### src/rtl/core/key_pool_level_monitor_unit_defines.svh
// Assertion macros for the key pool level monitor.
`ifndef KEY_POOL_LEVEL_MONITOR_UNIT_DEFINES_SVH
`define KEY_POOL_LEVEL_MONITOR_UNIT_DEFINES_SVH

// condition holds at every clock edge out of reset
`define KPLM_ASSERT_NOW(name, cond, msg) \
    name: assert property (@(posedge aclk) disable iff (!aresetn) (cond)) else $error(msg);

// consequence holds in the same cycle as the trigger
`define KPLM_ASSERT_IMP(name, ante, cons, msg) \
    name: assert property (@(posedge aclk) disable iff (!aresetn) (ante) |-> (cons)) \
        else $error(msg);

// consequence holds in the cycle after the trigger
`define KPLM_ASSERT_NEXT(name, ante, cons, msg) \
    name: assert property (@(posedge aclk) disable iff (!aresetn) (ante) |=> (cons)) \
        else $error(msg);

`endif

### src/rtl/core/kplm_pkg.sv
// Shared constants, codes and types for the key pool level monitor.
package kplm_pkg;

    localparam int LVL_DEPTH = 16;
    localparam int IVL_DEPTH = 8;
    localparam int LVL_AW    = $clog2(LVL_DEPTH);
    localparam int LVL_CW    = $clog2(LVL_DEPTH + 1);
    localparam int IVL_AW    = $clog2(IVL_DEPTH);
    localparam int IVL_CW    = $clog2(IVL_DEPTH + 1);
    localparam int CNT_W     = (LVL_CW > IVL_CW) ? LVL_CW : IVL_CW;

    localparam int LEVEL_W   = 32;
    localparam int TIME_W    = 40;
    localparam int AVG_W     = 48;
    localparam int FRAC_W    = 8;
    localparam int HLIM_W    = 3;
    localparam int SUM_W     = TIME_W + IVL_AW;
    localparam int DVD_W     = SUM_W + FRAC_W;
    localparam int DIV_BITS  = 4;
    localparam int DIV_STEPS = (DVD_W + DIV_BITS - 1) / DIV_BITS;
    localparam int DVD_PW    = DIV_STEPS * DIV_BITS;
    localparam int DIV_CNT_W = $clog2(DIV_STEPS);

    localparam int PADDR_W   = 4;
    localparam int PDATA_W   = 32;

    localparam logic [LEVEL_W-1:0] MIN_LEVEL_RST = 32'd1000000;
    localparam logic [LEVEL_W-1:0] MAX_LEVEL_RST = 32'd1000000000;
    localparam logic [LEVEL_W-1:0] THR_LEVEL_RST = 32'd2000000;
    localparam logic [LEVEL_W-1:0] LEVEL_RST     = 32'd5000000;
    localparam logic [HLIM_W-1:0]  HLIM_RST      = 3'd5;
    localparam logic [LVL_CW-1:0]  WIN_LEN_RST   = LVL_CW'(5);

    typedef enum logic [1:0] {
        REG_MIN_LEVEL     = 2'd0,
        REG_MAX_LEVEL     = 2'd1,
        REG_THRESHOLD     = 2'd2,
        REG_HISTORY_LIMIT = 2'd3
    } reg_idx_t;

    typedef enum logic {
        CMD_ADD     = 1'b0,
        CMD_CONSUME = 1'b1
    } cmd_t;

    typedef enum logic [1:0] {
        ST_EMPTY    = 2'd0,
        ST_WARNING  = 2'd1,
        ST_CHARGING = 2'd2,
        ST_READY    = 2'd3
    } pool_status_t;

    typedef struct packed {
        logic              start;
        logic [DVD_W-1:0]  dividend;
        logic [IVL_CW-1:0] divisor;
    } div_req_t;

    typedef struct packed {
        logic              done;
        logic [DVD_PW-1:0] quotient;
    } div_rsp_t;

endpackage

### src/rtl/core/key_pool_level_monitor_unit.sv
// Top level of the key pool level monitor: sequencer, level and interval stores, APB registers.
// Each beat on s_ carries an add or consume command; one result beat on m_ follows.
// An add sums the stored charge intervals (up to 8) with one memory read per interval, then
// forms the mean interval in the divider, 4 quotient bits per cycle, logs the new interval,
// and compares the window levels (up to 15) with one memory read per level. With no
// interval stored an add skips the divider. An accepted consume goes straight to the
// window compare; a refused one goes straight to the result. s_ready is low while a beat
// is in work; a finished result is held in the output register, and the next beat can be
// taken while it waits. No clearing pass after reset.
`include "key_pool_level_monitor_unit_defines.svh"

module key_pool_level_monitor_unit
    import kplm_pkg::*;
(
    input  logic                 aclk,
    input  logic                 aresetn,

    input  logic                 s_valid,
    output logic                 s_ready,
    input  logic                 s_command,
    input  logic [LEVEL_W-1:0]   s_amount,
    input  logic [TIME_W-1:0]    s_time_ms,

    output logic                 m_valid,
    input  logic                 m_ready,
    output logic                 m_accepted,
    output logic [LEVEL_W-1:0]   m_level,
    output logic [1:0]           m_pool_status,
    output logic                 m_status_changed,
    output logic                 m_rising,
    output logic [TIME_W-1:0]    m_last_charge_interval,
    output logic [AVG_W-1:0]     m_avg_charge_interval,

    input  logic                 psel,
    input  logic                 penable,
    input  logic                 pwrite,
    input  logic [PADDR_W-1:0]   paddr,
    input  logic [PDATA_W-1:0]   pwdata,
    output logic [PDATA_W-1:0]   prdata,
    output logic                 pready
);

    typedef enum logic [7:0] {
        S_IDLE = 8'b0000_0001,
        S_SUM  = 8'b0000_0010,
        S_DIV  = 8'b0000_0100,
        S_LOG  = 8'b0000_1000,
        S_WIN  = 8'b0001_0000,
        S_SCAN = 8'b0010_0000,
        S_REC  = 8'b0100_0000,
        S_DONE = 8'b1000_0000
    } state_t;

    state_t              state_reg, state_next;

    logic [LEVEL_W-1:0]  min_level_reg, max_level_reg, thr_level_reg;
    logic [HLIM_W-1:0]   hist_lim_reg;

    logic [LEVEL_W-1:0]  level_reg, level_next;
    pool_status_t        status_reg, status_next;
    pool_status_t        before_reg, before_next;
    logic                rising_reg, rising_next;
    logic                ok_reg, ok_next;
    logic [31:0]         entry_num_reg, entry_num_next;
    logic [31:0]         entry_last_reg, entry_last_next;
    logic [LVL_CW-1:0]   win_len_reg, win_len_next;
    logic [LVL_AW-1:0]   lvl_head_reg, lvl_head_next;
    logic [LVL_CW-1:0]   lvl_fill_reg, lvl_fill_next;
    logic [IVL_AW-1:0]   ivl_head_reg, ivl_head_next;
    logic [IVL_CW-1:0]   ivl_fill_reg, ivl_fill_next;
    logic [TIME_W-1:0]   last_time_reg, last_time_next;
    logic [TIME_W-1:0]   last_ivl_reg, last_ivl_next;
    logic [AVG_W-1:0]    avg_reg, avg_next;
    logic [CNT_W-1:0]    cnt_reg, cnt_next;
    logic                pend_reg, pend_next;
    logic                rise_reg, rise_next;
    logic [LVL_CW-1:0]   keep_reg, keep_next;
    logic                m_valid_reg, m_valid_next;

    logic [TIME_W-1:0]   time_reg, time_next;
    logic [SUM_W-1:0]    acc_reg, acc_next;

    logic [LEVEL_W-1:0]  lvl_mem [LVL_DEPTH];
    logic [TIME_W-1:0]   ivl_mem [IVL_DEPTH];
    logic [LEVEL_W-1:0]  lvl_rdata;
    logic [TIME_W-1:0]   ivl_rdata;
    logic [LVL_AW-1:0]   lvl_raddr, lvl_waddr;
    logic [IVL_AW-1:0]   ivl_raddr, ivl_waddr;
    logic                lvl_we, ivl_we;
    logic [TIME_W-1:0]   ivl_wdata;

    logic [LEVEL_W:0]    add_sum;
    logic [SUM_W-1:0]    acc_add;
    logic                hit;
    logic [31:0]         ikeep, span;
    logic [LVL_CW-1:0]   lkeep;
    pool_status_t        st_new;
    logic                out_load;

    div_req_t            div_req;
    div_rsp_t            div_rsp;

    kplm_div u_div (
        .aclk    (aclk),
        .aresetn (aresetn),
        .req     (div_req),
        .rsp     (div_rsp)
    );

    // APB registers
    always_ff @(posedge aclk) begin
        if (!aresetn) begin
            min_level_reg <= MIN_LEVEL_RST;
            max_level_reg <= MAX_LEVEL_RST;
            thr_level_reg <= THR_LEVEL_RST;
            hist_lim_reg  <= HLIM_RST;
        end else if (psel && penable && pwrite) begin
            unique case (reg_idx_t'(paddr[PADDR_W-1:2]))
                REG_MIN_LEVEL:     min_level_reg <= pwdata[LEVEL_W-1:0];
                REG_MAX_LEVEL:     max_level_reg <= pwdata[LEVEL_W-1:0];
                REG_THRESHOLD:     thr_level_reg <= pwdata[LEVEL_W-1:0];
                REG_HISTORY_LIMIT: hist_lim_reg  <= pwdata[HLIM_W-1:0];
            endcase
        end
    end

    always_comb begin
        unique case (reg_idx_t'(paddr[PADDR_W-1:2]))
            REG_MIN_LEVEL:     prdata = PDATA_W'(min_level_reg);
            REG_MAX_LEVEL:     prdata = PDATA_W'(max_level_reg);
            REG_THRESHOLD:     prdata = PDATA_W'(thr_level_reg);
            REG_HISTORY_LIMIT: prdata = PDATA_W'(hist_lim_reg);
        endcase
    end

    assign pready = 1'b1;

    // level window and interval log, both newest-first rings
    always_ff @(posedge aclk) begin
        if (lvl_we) begin
            lvl_mem[lvl_waddr] <= level_reg;
        end
        lvl_rdata <= lvl_mem[lvl_raddr];
    end

    always_ff @(posedge aclk) begin
        if (ivl_we) begin
            ivl_mem[ivl_waddr] <= ivl_wdata;
        end
        ivl_rdata <= ivl_mem[ivl_raddr];
    end

    assign add_sum   = {1'b0, level_reg} + {1'b0, s_amount};
    assign acc_add   = acc_reg + (pend_reg ? SUM_W'(ivl_rdata) : SUM_W'(0));
    assign hit       = pend_reg && (lvl_rdata > level_reg);
    assign lvl_raddr = lvl_head_reg + cnt_reg[LVL_AW-1:0];
    assign ivl_raddr = ivl_head_reg + cnt_reg[IVL_AW-1:0];
    assign lvl_waddr = lvl_head_reg - 1'b1;
    assign ivl_waddr = ivl_head_reg - 1'b1;
    assign ivl_wdata = time_reg - last_time_reg;
    assign span      = entry_num_reg - entry_last_reg;

    always_comb begin
        ikeep = 32'(ivl_fill_reg);
        if (32'(hist_lim_reg) < ikeep) begin
            ikeep = 32'(hist_lim_reg);
        end
        if (32'(IVL_DEPTH - 1) < ikeep) begin
            ikeep = 32'(IVL_DEPTH - 1);
        end
    end

    always_comb begin
        lkeep = lvl_fill_reg;
        if (win_len_reg < lkeep) begin
            lkeep = win_len_reg;
        end
        if (LVL_CW'(LVL_DEPTH - 1) < lkeep) begin
            lkeep = LVL_CW'(LVL_DEPTH - 1);
        end
    end

    // status with hysteresis
    always_comb begin
        priority if (level_reg >= thr_level_reg) begin
            st_new = ST_READY;
        end else if (level_reg > min_level_reg
                     && ((rise_reg && status_reg != ST_READY) || status_reg == ST_EMPTY)) begin
            st_new = ST_CHARGING;
        end else if (level_reg > min_level_reg && status_reg != ST_CHARGING) begin
            st_new = ST_WARNING;
        end else if (level_reg <= min_level_reg) begin
            st_new = ST_EMPTY;
        end else begin
            st_new = status_reg;
        end
    end

    always_comb begin
        state_next      = state_reg;
        level_next      = level_reg;
        status_next     = status_reg;
        before_next     = before_reg;
        rising_next     = rising_reg;
        ok_next         = ok_reg;
        entry_num_next  = entry_num_reg;
        entry_last_next = entry_last_reg;
        win_len_next    = win_len_reg;
        lvl_head_next   = lvl_head_reg;
        lvl_fill_next   = lvl_fill_reg;
        ivl_head_next   = ivl_head_reg;
        ivl_fill_next   = ivl_fill_reg;
        last_time_next  = last_time_reg;
        last_ivl_next   = last_ivl_reg;
        avg_next        = avg_reg;
        cnt_next        = cnt_reg;
        pend_next       = pend_reg;
        rise_next       = rise_reg;
        keep_next       = keep_reg;
        time_next       = time_reg;
        acc_next        = acc_reg;
        lvl_we          = 1'b0;
        ivl_we          = 1'b0;
        out_load        = 1'b0;
        m_valid_next    = m_valid_reg && !m_ready;
        div_req.start    = 1'b0;
        div_req.dividend = {acc_add, FRAC_W'(0)};
        div_req.divisor  = ivl_fill_reg;

        unique case (state_reg)
            S_IDLE: begin
                if (s_valid) begin
                    before_next = status_reg;
                    time_next   = s_time_ms;
                    cnt_next    = '0;
                    pend_next   = 1'b0;
                    acc_next    = '0;
                    if (s_command == CMD_ADD) begin
                        ok_next = add_sum < {1'b0, max_level_reg};
                        if (add_sum < {1'b0, max_level_reg}) begin
                            level_next = add_sum[LEVEL_W-1:0];
                        end
                        state_next = S_SUM;
                    end else if (level_reg > s_amount) begin
                        ok_next    = 1'b1;
                        level_next = level_reg - s_amount;
                        state_next = S_WIN;
                    end else begin
                        ok_next    = 1'b0;
                        state_next = S_DONE;
                    end
                end
            end
            S_SUM: begin
                acc_next = acc_add;
                if (cnt_reg < CNT_W'(ivl_fill_reg)) begin
                    cnt_next  = cnt_reg + 1'b1;
                    pend_next = 1'b1;
                end else begin
                    pend_next = 1'b0;
                    if (ivl_fill_reg == '0) begin
                        avg_next   = '0;
                        state_next = S_LOG;
                    end else begin
                        div_req.start = 1'b1;
                        state_next    = S_DIV;
                    end
                end
            end
            S_DIV: begin
                if (div_rsp.done) begin
                    avg_next   = div_rsp.quotient[AVG_W-1:0];
                    state_next = S_LOG;
                end
            end
            S_LOG: begin
                ivl_we          = 1'b1;
                last_ivl_next   = ivl_wdata;
                ivl_head_next   = ivl_waddr;
                ivl_fill_next   = IVL_CW'(ikeep) + 1'b1;
                last_time_next  = time_reg;
                entry_last_next = entry_num_reg;
                if (span > 32'(LVL_DEPTH - 1)) begin
                    win_len_next = LVL_CW'(LVL_DEPTH - 1);
                end else begin
                    win_len_next = span[LVL_CW-1:0];
                end
                state_next = S_WIN;
            end
            S_WIN: begin
                keep_next  = lkeep;
                cnt_next   = '0;
                pend_next  = 1'b0;
                rise_next  = 1'b1;
                state_next = S_SCAN;
            end
            S_SCAN: begin
                rise_next = rise_reg && !hit;
                if (cnt_reg < CNT_W'(keep_reg)) begin
                    cnt_next  = cnt_reg + 1'b1;
                    pend_next = 1'b1;
                end else begin
                    pend_next  = 1'b0;
                    state_next = S_REC;
                end
            end
            S_REC: begin
                lvl_we         = 1'b1;
                lvl_head_next  = lvl_waddr;
                lvl_fill_next  = keep_reg + 1'b1;
                rising_next    = rise_reg;
                status_next    = st_new;
                entry_num_next = entry_num_reg + 1'b1;
                state_next     = S_DONE;
            end
            S_DONE: begin
                if (!m_valid_reg || m_ready) begin
                    out_load     = 1'b1;
                    m_valid_next = 1'b1;
                    state_next   = S_IDLE;
                end
            end
            default: begin
                state_next = S_IDLE;
            end
        endcase
    end

    always_ff @(posedge aclk) begin
        if (!aresetn) begin
            state_reg      <= S_IDLE;
            level_reg      <= LEVEL_RST;
            status_reg     <= ST_EMPTY;
            before_reg     <= ST_EMPTY;
            rising_reg     <= 1'b0;
            ok_reg         <= 1'b0;
            entry_num_reg  <= '0;
            entry_last_reg <= '0;
            win_len_reg    <= WIN_LEN_RST;
            lvl_head_reg   <= '0;
            lvl_fill_reg   <= '0;
            ivl_head_reg   <= '0;
            ivl_fill_reg   <= '0;
            last_time_reg  <= '0;
            last_ivl_reg   <= '0;
            avg_reg        <= '0;
            cnt_reg        <= '0;
            pend_reg       <= 1'b0;
            rise_reg       <= 1'b0;
            keep_reg       <= '0;
            m_valid_reg    <= 1'b0;
        end else begin
            state_reg      <= state_next;
            level_reg      <= level_next;
            status_reg     <= status_next;
            before_reg     <= before_next;
            rising_reg     <= rising_next;
            ok_reg         <= ok_next;
            entry_num_reg  <= entry_num_next;
            entry_last_reg <= entry_last_next;
            win_len_reg    <= win_len_next;
            lvl_head_reg   <= lvl_head_next;
            lvl_fill_reg   <= lvl_fill_next;
            ivl_head_reg   <= ivl_head_next;
            ivl_fill_reg   <= ivl_fill_next;
            last_time_reg  <= last_time_next;
            last_ivl_reg   <= last_ivl_next;
            avg_reg        <= avg_next;
            cnt_reg        <= cnt_next;
            pend_reg       <= pend_next;
            rise_reg       <= rise_next;
            keep_reg       <= keep_next;
            m_valid_reg    <= m_valid_next;
        end
    end

    always_ff @(posedge aclk) begin
        time_reg <= time_next;
        acc_reg  <= acc_next;
        if (out_load) begin
            m_accepted             <= ok_reg;
            m_level                <= level_reg;
            m_pool_status          <= status_reg;
            m_status_changed       <= (status_reg != before_reg);
            m_rising               <= rising_reg;
            m_last_charge_interval <= last_ivl_reg;
            m_avg_charge_interval  <= avg_reg;
        end
    end

    assign s_ready = (state_reg == S_IDLE);
    assign m_valid = m_valid_reg;

    `KPLM_ASSERT_NEXT(a_one_beat_in_work, s_valid && s_ready, !s_ready, "second beat taken while busy")
    `KPLM_ASSERT_IMP(a_div_done_in_div, div_rsp.done, state_reg == S_DIV, "divider result outside wait")
    `KPLM_ASSERT_NOW(a_store_bounds, (lvl_fill_reg <= LVL_CW'(LVL_DEPTH)) && (ivl_fill_reg <= IVL_CW'(IVL_DEPTH)) && (win_len_reg < LVL_CW'(LVL_DEPTH)), "store fill out of range")

endmodule

### src/rtl/core/kplm_div.sv
// Iterative restoring divider, four quotient bits per cycle, small divisor.
module kplm_div
    import kplm_pkg::*;
(
    input  logic     aclk,
    input  logic     aresetn,
    input  div_req_t req,
    output div_rsp_t rsp
);

    logic                 busy_reg, busy_next;
    logic                 done_reg, done_next;
    logic [DIV_CNT_W-1:0] cnt_reg, cnt_next;
    logic [DVD_PW-1:0]    quo_reg, quo_next;
    logic [IVL_CW-1:0]    rem_reg, rem_next;
    logic [IVL_CW-1:0]    dsr_reg, dsr_next;
    logic [DVD_PW-1:0]    q_step;
    logic [IVL_CW-1:0]    r_step;
    logic [IVL_CW:0]      trial;

    always_comb begin
        q_step = quo_reg;
        r_step = rem_reg;
        trial  = '0;
        for (int i = 0; i < DIV_BITS; i++) begin
            trial  = {r_step, q_step[DVD_PW-1]};
            q_step = {q_step[DVD_PW-2:0], 1'b0};
            if (trial >= {1'b0, dsr_reg}) begin
                trial     = trial - {1'b0, dsr_reg};
                q_step[0] = 1'b1;
            end
            r_step = trial[IVL_CW-1:0];
        end
    end

    always_comb begin
        busy_next = busy_reg;
        done_next = 1'b0;
        cnt_next  = cnt_reg;
        quo_next  = quo_reg;
        rem_next  = rem_reg;
        dsr_next  = dsr_reg;
        if (req.start) begin
            busy_next = 1'b1;
            cnt_next  = DIV_CNT_W'(DIV_STEPS - 1);
            quo_next  = DVD_PW'(req.dividend);
            rem_next  = '0;
            dsr_next  = req.divisor;
        end else if (busy_reg) begin
            quo_next = q_step;
            rem_next = r_step;
            cnt_next = cnt_reg - 1'b1;
            if (cnt_reg == '0) begin
                busy_next = 1'b0;
                done_next = 1'b1;
            end
        end
    end

    always_ff @(posedge aclk) begin
        if (!aresetn) begin
            busy_reg <= 1'b0;
            done_reg <= 1'b0;
        end else begin
            busy_reg <= busy_next;
            done_reg <= done_next;
        end
    end

    always_ff @(posedge aclk) begin
        cnt_reg <= cnt_next;
        quo_reg <= quo_next;
        rem_reg <= rem_next;
        dsr_reg <= dsr_next;
    end

    assign rsp.done     = done_reg;
    assign rsp.quotient = quo_reg;

endmodule
### config.mk
export PLATFORM = sky130hd
export DESIGN_NAME = key_pool_level_monitor_unit
export DESIGN_NICKNAME = d
export VERILOG_FILES = /design/src/rtl/core/kplm_pkg.sv /design/src/rtl/core/key_pool_level_monitor_unit.sv /design/src/rtl/core/kplm_div.sv
export VERILOG_INCLUDE_DIRS = /design/src /design/src/rtl/core
export SDC_FILE = /design/constraint.sdc
export NUM_CORES = 2
export LEC_CHECK = 0
export ABC_CLOCK_PERIOD_IN_PS = 9100
export BUFFER_PORTS_ARGS = -buffer_cell sky130_fd_sc_hd__buf_2
export CAP_MARGIN = 10
export CORE_ASPECT_RATIO = 1.5
export CORE_UTILIZATION = 55
export CTS_CLUSTER_DIAMETER = 100
export CTS_CLUSTER_SIZE = 40
export DETAILED_ROUTE_END_ITERATION = 6
export GPL_TIMING_DRIVEN = 0
export HOLD_SLACK_MARGIN = 0.03
export PLACE_DENSITY = 0.72
export SLEW_MARGIN = 20
export SYNTH_ARGS = -nofsm -noshare
export SYNTH_HDL_FRONTEND = slang
export SYNTH_SLANG_ARGS = --single-unit
### constraint.sdc
create_clock -name aclk -period 9.1 [get_ports aclk]
set_input_delay 0.91 -clock aclk [delete_from_list [all_inputs] [get_ports aclk]]
set_output_delay 0.91 -clock aclk [all_outputs]
set_load 0.01 [all_outputs]
* After elaboration in Yosys (flattened, before gate mapping)
Memory sizes are Yosys's and may differ from the RTL's. A register that Yosys moved wholly into a read port is not among the register bits.
Index checks and enable logic that the tools add are counted.
** Operators by class
- Add/subtract/negate cells :: 18
- Multiply operators :: 0
- Div/mod/pow operators :: 0
- $lt $le $gt $ge :: 17
- Equality and inequality tests :: 23
- Shift operators :: 0
- Mux-type cells :: 67
- Bitwise operators :: 2
- Reductions and logical operators :: 37
** Operators with widths (number)
- 2-to-1 mux 48 bit :: 3
- case mux 32 bit (4 select lines) :: 1
- 2-to-1 mux 51 bit :: 2
- > comparator 32 bit :: 3
- 2-to-1 mux 32 bit :: 3
- case mux 48 bit (2 select lines) :: 1
- case mux 43 bit (2 select lines) :: 1
- case mux 8 bit (8 select lines) :: 1
- subtractor 32 bit :: 2
- 2-to-1 mux 8 bit :: 7
- adder 43 x 40 -> 43 bit :: 1
- 2-to-1 mux 43 bit :: 1
- 2-to-1 mux 40 bit :: 1
- subtractor 40 bit :: 1
- adder 32 x 32 -> 33 bit :: 1
- less-than comparator 33 x 32 -> 1 bit :: 1
- adder 32 x 1 -> 32 bit (second input constant) :: 1
- greater-or-equal comparator 32 bit :: 1
- > comparator 32 x 4 -> 1 bit (second input constant) :: 1
- less-or-equal comparator 32 bit :: 1
- less-than comparator 3 x 32 -> 1 bit (first input constant) :: 1
- 2-to-1 mux 5 bit :: 6
- 2-to-1 mux 4 bit :: 7
- 2-to-1 mux 1 bit :: 26
- other kinds (41) :: 90
** Word-level totals
- Register bits after elaboration :: 645
- Bits in latches :: 0
- Bits in writable memories :: 832
- Memory bits (read-only) :: 0
- Input bits :: 116
- Output and inout bits :: 160
- Word-level logic and storage cells :: 207
- Memories kept :: 2
** Memory list
- lvl_mem :: words 16, width 32, rd ports 1, clocked after Yosys merged registers in 1, write ports 1, line key_pool_level_monitor_unit.sv:83 : logic [LEVEL_W-1:0] lvl_mem [LVL_DEPTH];
- ivl_mem :: words 8, width 40, rd ports 1, clocked after Yosys merged registers in 1, write ports 1, line key_pool_level_monitor_unit.sv:84 : logic [TIME_W-1:0] ivl_mem [IVL_DEPTH];

* Depth between registers and ports, before layout
- Word-level depth :: 10
- Gate-level depth with buffers :: 33
- Gate-level depth less buffers :: 31

* Cells and area by module
From an unflattened synthesis, not the netlist that was laid out.
** Second synthesis, totals
- Cell total of the unflattened synthesis :: 5735
- Area, all modules :: 71473.5 um2
** By module, submodules not included
- key_pool_level_monitor_unit :: times used 1, cells each 5468, area an instance 67885.1 um2, sequential area each 40078.4 um2
- kplm_div :: times used 1, cells each 267, area an instance 3588.4 um2, sequential area each 1871.8 um2

* Least setup slack after synthesis
OpenSTA, ideal clock, no wires.
- Path type :: reg2reg
- From :: register state_reg[0]
- To :: register m_accepted, enable pin
- Library setup time :: 0.610 ns
- Data arrival time :: 6.193 ns
- Data required time :: 8.490 ns
- Setup slack :: 2.297 ns
- Stages on the path, launching flop included :: 4
- Buffers on the path :: 0
- Clock period less this slack :: 6.803 ns
- Path through :: dfxtp_1 nor4_1 nand3_1 nor2_1
** Between the ends
- Longest elaborated chain between the ends :: 2
** Ends and longest elaborated chain
- start: declaration :: line key_pool_level_monitor_unit.sv:54 : state_t state_reg, state_next;
- start signal: assignment :: line key_pool_level_monitor_unit.sv:353 : state_reg <= state_next;
- equality test 8 bit :: line key_pool_level_monitor_unit.sv:230 : unique case (state_reg)
- 2-to-1 mux 1 bit :: line key_pool_level_monitor_unit.sv:230
- named net out_load :: line key_pool_level_monitor_unit.sv:98 : logic out_load;
- end signal: assignment :: line key_pool_level_monitor_unit.sv:381 : m_accepted <= ok_reg;
- end: declaration :: line key_pool_level_monitor_unit.sv:26 : output logic m_accepted,
The timed path passes the listed nets, and every way through them passes these cells.
A chain may end at the register's enable or synchronous reset.

* Worst setup path after layout
- From :: register u_div.dsr_reg[1]
- To :: register u_div.rem_reg[2]
** Between the ends
- Longest elaborated chain between the ends :: 8
- Elaborated cells on any way between the ends :: 12
- Classes of those cells :: add/sub (4); order compare (4); mux (4)
** Ends and longest elaborated chain
- start: declaration :: line kplm_div.sv:16 : logic [IVL_CW-1:0] dsr_reg, dsr_next;
- start signal: assignment :: line kplm_div.sv:74 : dsr_reg <= dsr_next;
- subtractor 4 bit / greater-or-equal comparator 5 x 4 -> 1 bit (equally long branches) :: line kplm_div.sv:29, kplm_div.sv:28
- 2-to-1 mux 4 bit :: line kplm_div.sv:28 : if (trial >= {1'b0, dsr_reg}) begin
- subtractor 4 bit / greater-or-equal comparator 5 x 4 -> 1 bit (equally long branches) :: line kplm_div.sv:29, kplm_div.sv:28
- 2-to-1 mux 4 bit :: line kplm_div.sv:28
- greater-or-equal comparator 5 x 4 -> 1 bit / subtractor 4 bit (equally long branches) :: line kplm_div.sv:28, kplm_div.sv:29
- 2-to-1 mux 4 bit :: line kplm_div.sv:28
- subtractor 4 bit / greater-or-equal comparator 5 x 4 -> 1 bit (equally long branches) :: line kplm_div.sv:29, kplm_div.sv:28
- 2-to-1 mux 4 bit (*) :: line kplm_div.sv:28
- end signal: assignment :: line kplm_div.sv:73 : rem_reg <= rem_next;
- end: declaration :: line kplm_div.sv:15 : logic [IVL_CW-1:0] rem_reg, rem_next;
Mark *: on every way between the ends. The rest lies on a longest branch, timed or not.

==> results.cfg <==
[clock_tree]
post_cts_resized = 0
htreeDepth = 2
clk_latency_ns = 0.72
root_buffer = clkbuf_16
post_cts_buffers = 0
cts_sinks = 1548
cts_tree = built
cts_buffer_depth = 3
cts_buffers = 47
ctsHoldBuffers = 0
path_clk_slew_ns = 0.14

[die]
rows = 160
die_area_um2 = 130000
die_h_um = 441.0
initial_core_util = 0.5559
boundaryPins = 276
die_w_um = 294.7
core_area_um2 = 127100

[drt]
num_vias = 47330
viasPerCell = 5.984
firstDrtPassIters = 6
routed_wl_mm = 192.5
drc = 0
routedWlPerCell_um = 24.34
ant_nets = 0
drtIter0Drc = 4260

[synthesis]
synth_fa_ha_area_frac = 0.06402
synth-xor-area-share = 0.02379
synthArstFlopShare = 0
synth_top_cell_by_area = edfxtp_1
synth_edf_count = 1087
synth-simple-area-share = 0.09803
synth_top_family_by_area = compound AO/OA/AOI/OAI gates
synth_top_area_share = 0.4619
synth_area_leaders = edfxtp_1, dfxtp_1, mux4_2
synth_common_cells = edfxtp_1, nand2_1, a21oi_1, dfxtp_1, inv_1
synth_warnings = 0
yosysMostFrequentCell = edfxtp_1
yosysUniqueCellTypes = 90
synthCells = 5765
synthesis.area_um2 = 70670
ys_ff_latch = 1548
avgSynthCellArea_um2 = 12.26
ys_seq_area_frac = 0.5925
synth-compound-area-share = 0.1025
synth-main-ff-cell = edfxtp_1
muxShareOfSynthArea = 0.08480
syn-num-nets = 6236

[critical_path]
required_ns = 9.68
reg2reg_depth = 32
critPathLaunchType = flip-flop
path_max_fanout = 7
cp-end-kind = flip-flop
arrival_ns = 8.09
path_buf_inv = 5
r2r_end = u_div.rem_reg[2]
crit_type = flip-flop to flip-flop
slowest_stage = a221oi_2
slowest_delay_ns = 0.59
worstReg2RegStart = u_div.dsr_reg[1]
path_depth = 32
critical-path-top-delay-family = compound AO/OA/AOI/OAI gates
r2r_slack_ns = 1.59

[layout]
final_core_util = 0.6035
largest_reg_flops = 512
drive_gt1_frac = 0.1207
fin_nets = 6630
area_delta_synth_final_pct = 8.551
final_cells = 7909

[sta]
worst_pin_slew_ns = 1.281
fin_setup_tns_ns = 0
drv_slew = 0
fin_crit_ns = 7.505
fmax_mhz = 133.2
rsz0062_at_grt = no
fin_ws_ns = 1.595
finClkSkew_ns = 0.05136
relSlewSlack = 0.1398
hold_viol = 0
setup_viol_count_final = 0
period_share = 0.8248

[worst_hold_path]
hold_class = input pin to flip-flop
min_to = time_reg[4]
hp-start = s_time_ms[4]
hold_path_depth = 1

[power]
power_mw = 15.14
power.density_nw_per_um2 = 197.4
cellLeakagePower_nw = 27.17
vdd_drop_max_mv = 0.1758

[grt]
track_usage = 0.2944
grt.overflow.total = 0
grt_max_degree = 42
grt_antenna_before_repair = 20
grt_pass1_vias = 46910
grt_pass1_wl_mm = 284.8

[run_status]
status = finished, final reports clean

[job]
timing.max_cap.violations = 0

[place]
gp_congestion = 0.9630
numPlacedInstances = 7811
pre_cts_ws_ns = 1.558
hpwlAfterDp_mm = 145.8
port-buffer-count = 272
[worst max path at each step]
stage                startpoint                        end  slack [ns]
2_1_floorplan      state_reg[0]                 m_accepted        2.30
6_report       u_div.dsr_reg[1]           u_div.rem_reg[2]        1.59
3_5_place_dp   u_div.dsr_reg[1]           u_div.rem_reg[2]        1.56
5_1_grt        u_div.dsr_reg[1]           u_div.rem_reg[2]        1.04
3_3_place_gp       state_reg[0]  m_last_charge_interval[8]       -1.68
4_1_cts        u_div.dsr_reg[1]           u_div.rem_reg[2]        1.54
[placed cells by master, fill, tap and decap left out, types with 81 or more instances in the layout]
cell	netlist	final
edfxtp_1	1087	1087
nand2_1	685	684
a21oi_1	490	490
dfxtp_1	461	460
inv_1	359	359
ha_1	344	344
buf_2	9	296
nor2_1	290	287
clkbuf_1	225	251
o21ai_0	220	220
mux4_2	211	211
nand3_1	146	146
xnor2_1	112	108
a21o_1	89	89
and2_1	86	85
a211oi_1	81	81
[layer usage]
layer  vias to the layer above  part of all wire  global-route usage
met5                         -           0.00075                   0
met4                        22             0.056              0.1466
met3                       440             0.063             0.03805
met2                      1666              0.50              0.5216
met1                     23310              0.38              0.3515
li1                      21890                 -                   -
[per-stage QoR]
step	hold slack, ns	cell area [um^2]
6_report	0.3501	76720
5_1_grt	0.3232	76690
4_1_cts	0.3094	76680
3_5_place_dp	0.4141	75190
3_3_place_gp	0.4126	74160
2_1_floorplan	0.4030	70670
[final cells by class]
| cell class | count | area [um^2] |
|---|---|---|
| fill | 10130 | 50410 |
| sequential | 1548 | 41870 |
| multi-input combinational | 3582 | 26500 |
| inverter | 361 | 1355 |
| clock buffer | 76 | 1295 |
| antenna | 11 | 27.53 |
| timing repair buffer | 345 | 2267 |
| clock inverter | 11 | 197.7 |
| tap | 1701 | 2128 |
| buffer | 274 | 1074 |
[power by group]
| group | total, mW | internal [mW] | switching [mW] | leakage (nW) |
|---|---|---|---|---|
| registers | 8.69 | 8.12 | 0.568 | 13.6 |
| clock network | 3.14 | 1.05 | 2.10 | 0.705 |
| logic | 3.31 | 1.18 | 2.12 | 12.8 |
| total | 15.1 | 10.4 | 4.79 | 27.2 |
[worst register-to-register path: cells and delay by family (launching register included)]
kind	cells	cell delay, ns
buffers and inverters	5	0.81
AOI/OAI and AO/OA	12	2.97
and+or+nand+nor	8	1.03
adders and majority gates	4	1.16
DFF	1	0.49
muxes	3	0.93
[kinds of logic (layout without fill, tap and decap cells)]
family / after synthesis / count (layout)
adder cells (fa/ha/maj): 355 / 355
AO/OA/AOI/OAI: 1185 / 1185
flip-flops: 1548 / 1548
multiplexers: 329 / 329
XOR/XNOR: 192 / 192
other: 1 / 12
buffers and inverters: 635 / 1067
AND/OR/NAND/NOR: 1520 / 1520
(Power assumes the default switching activity.)
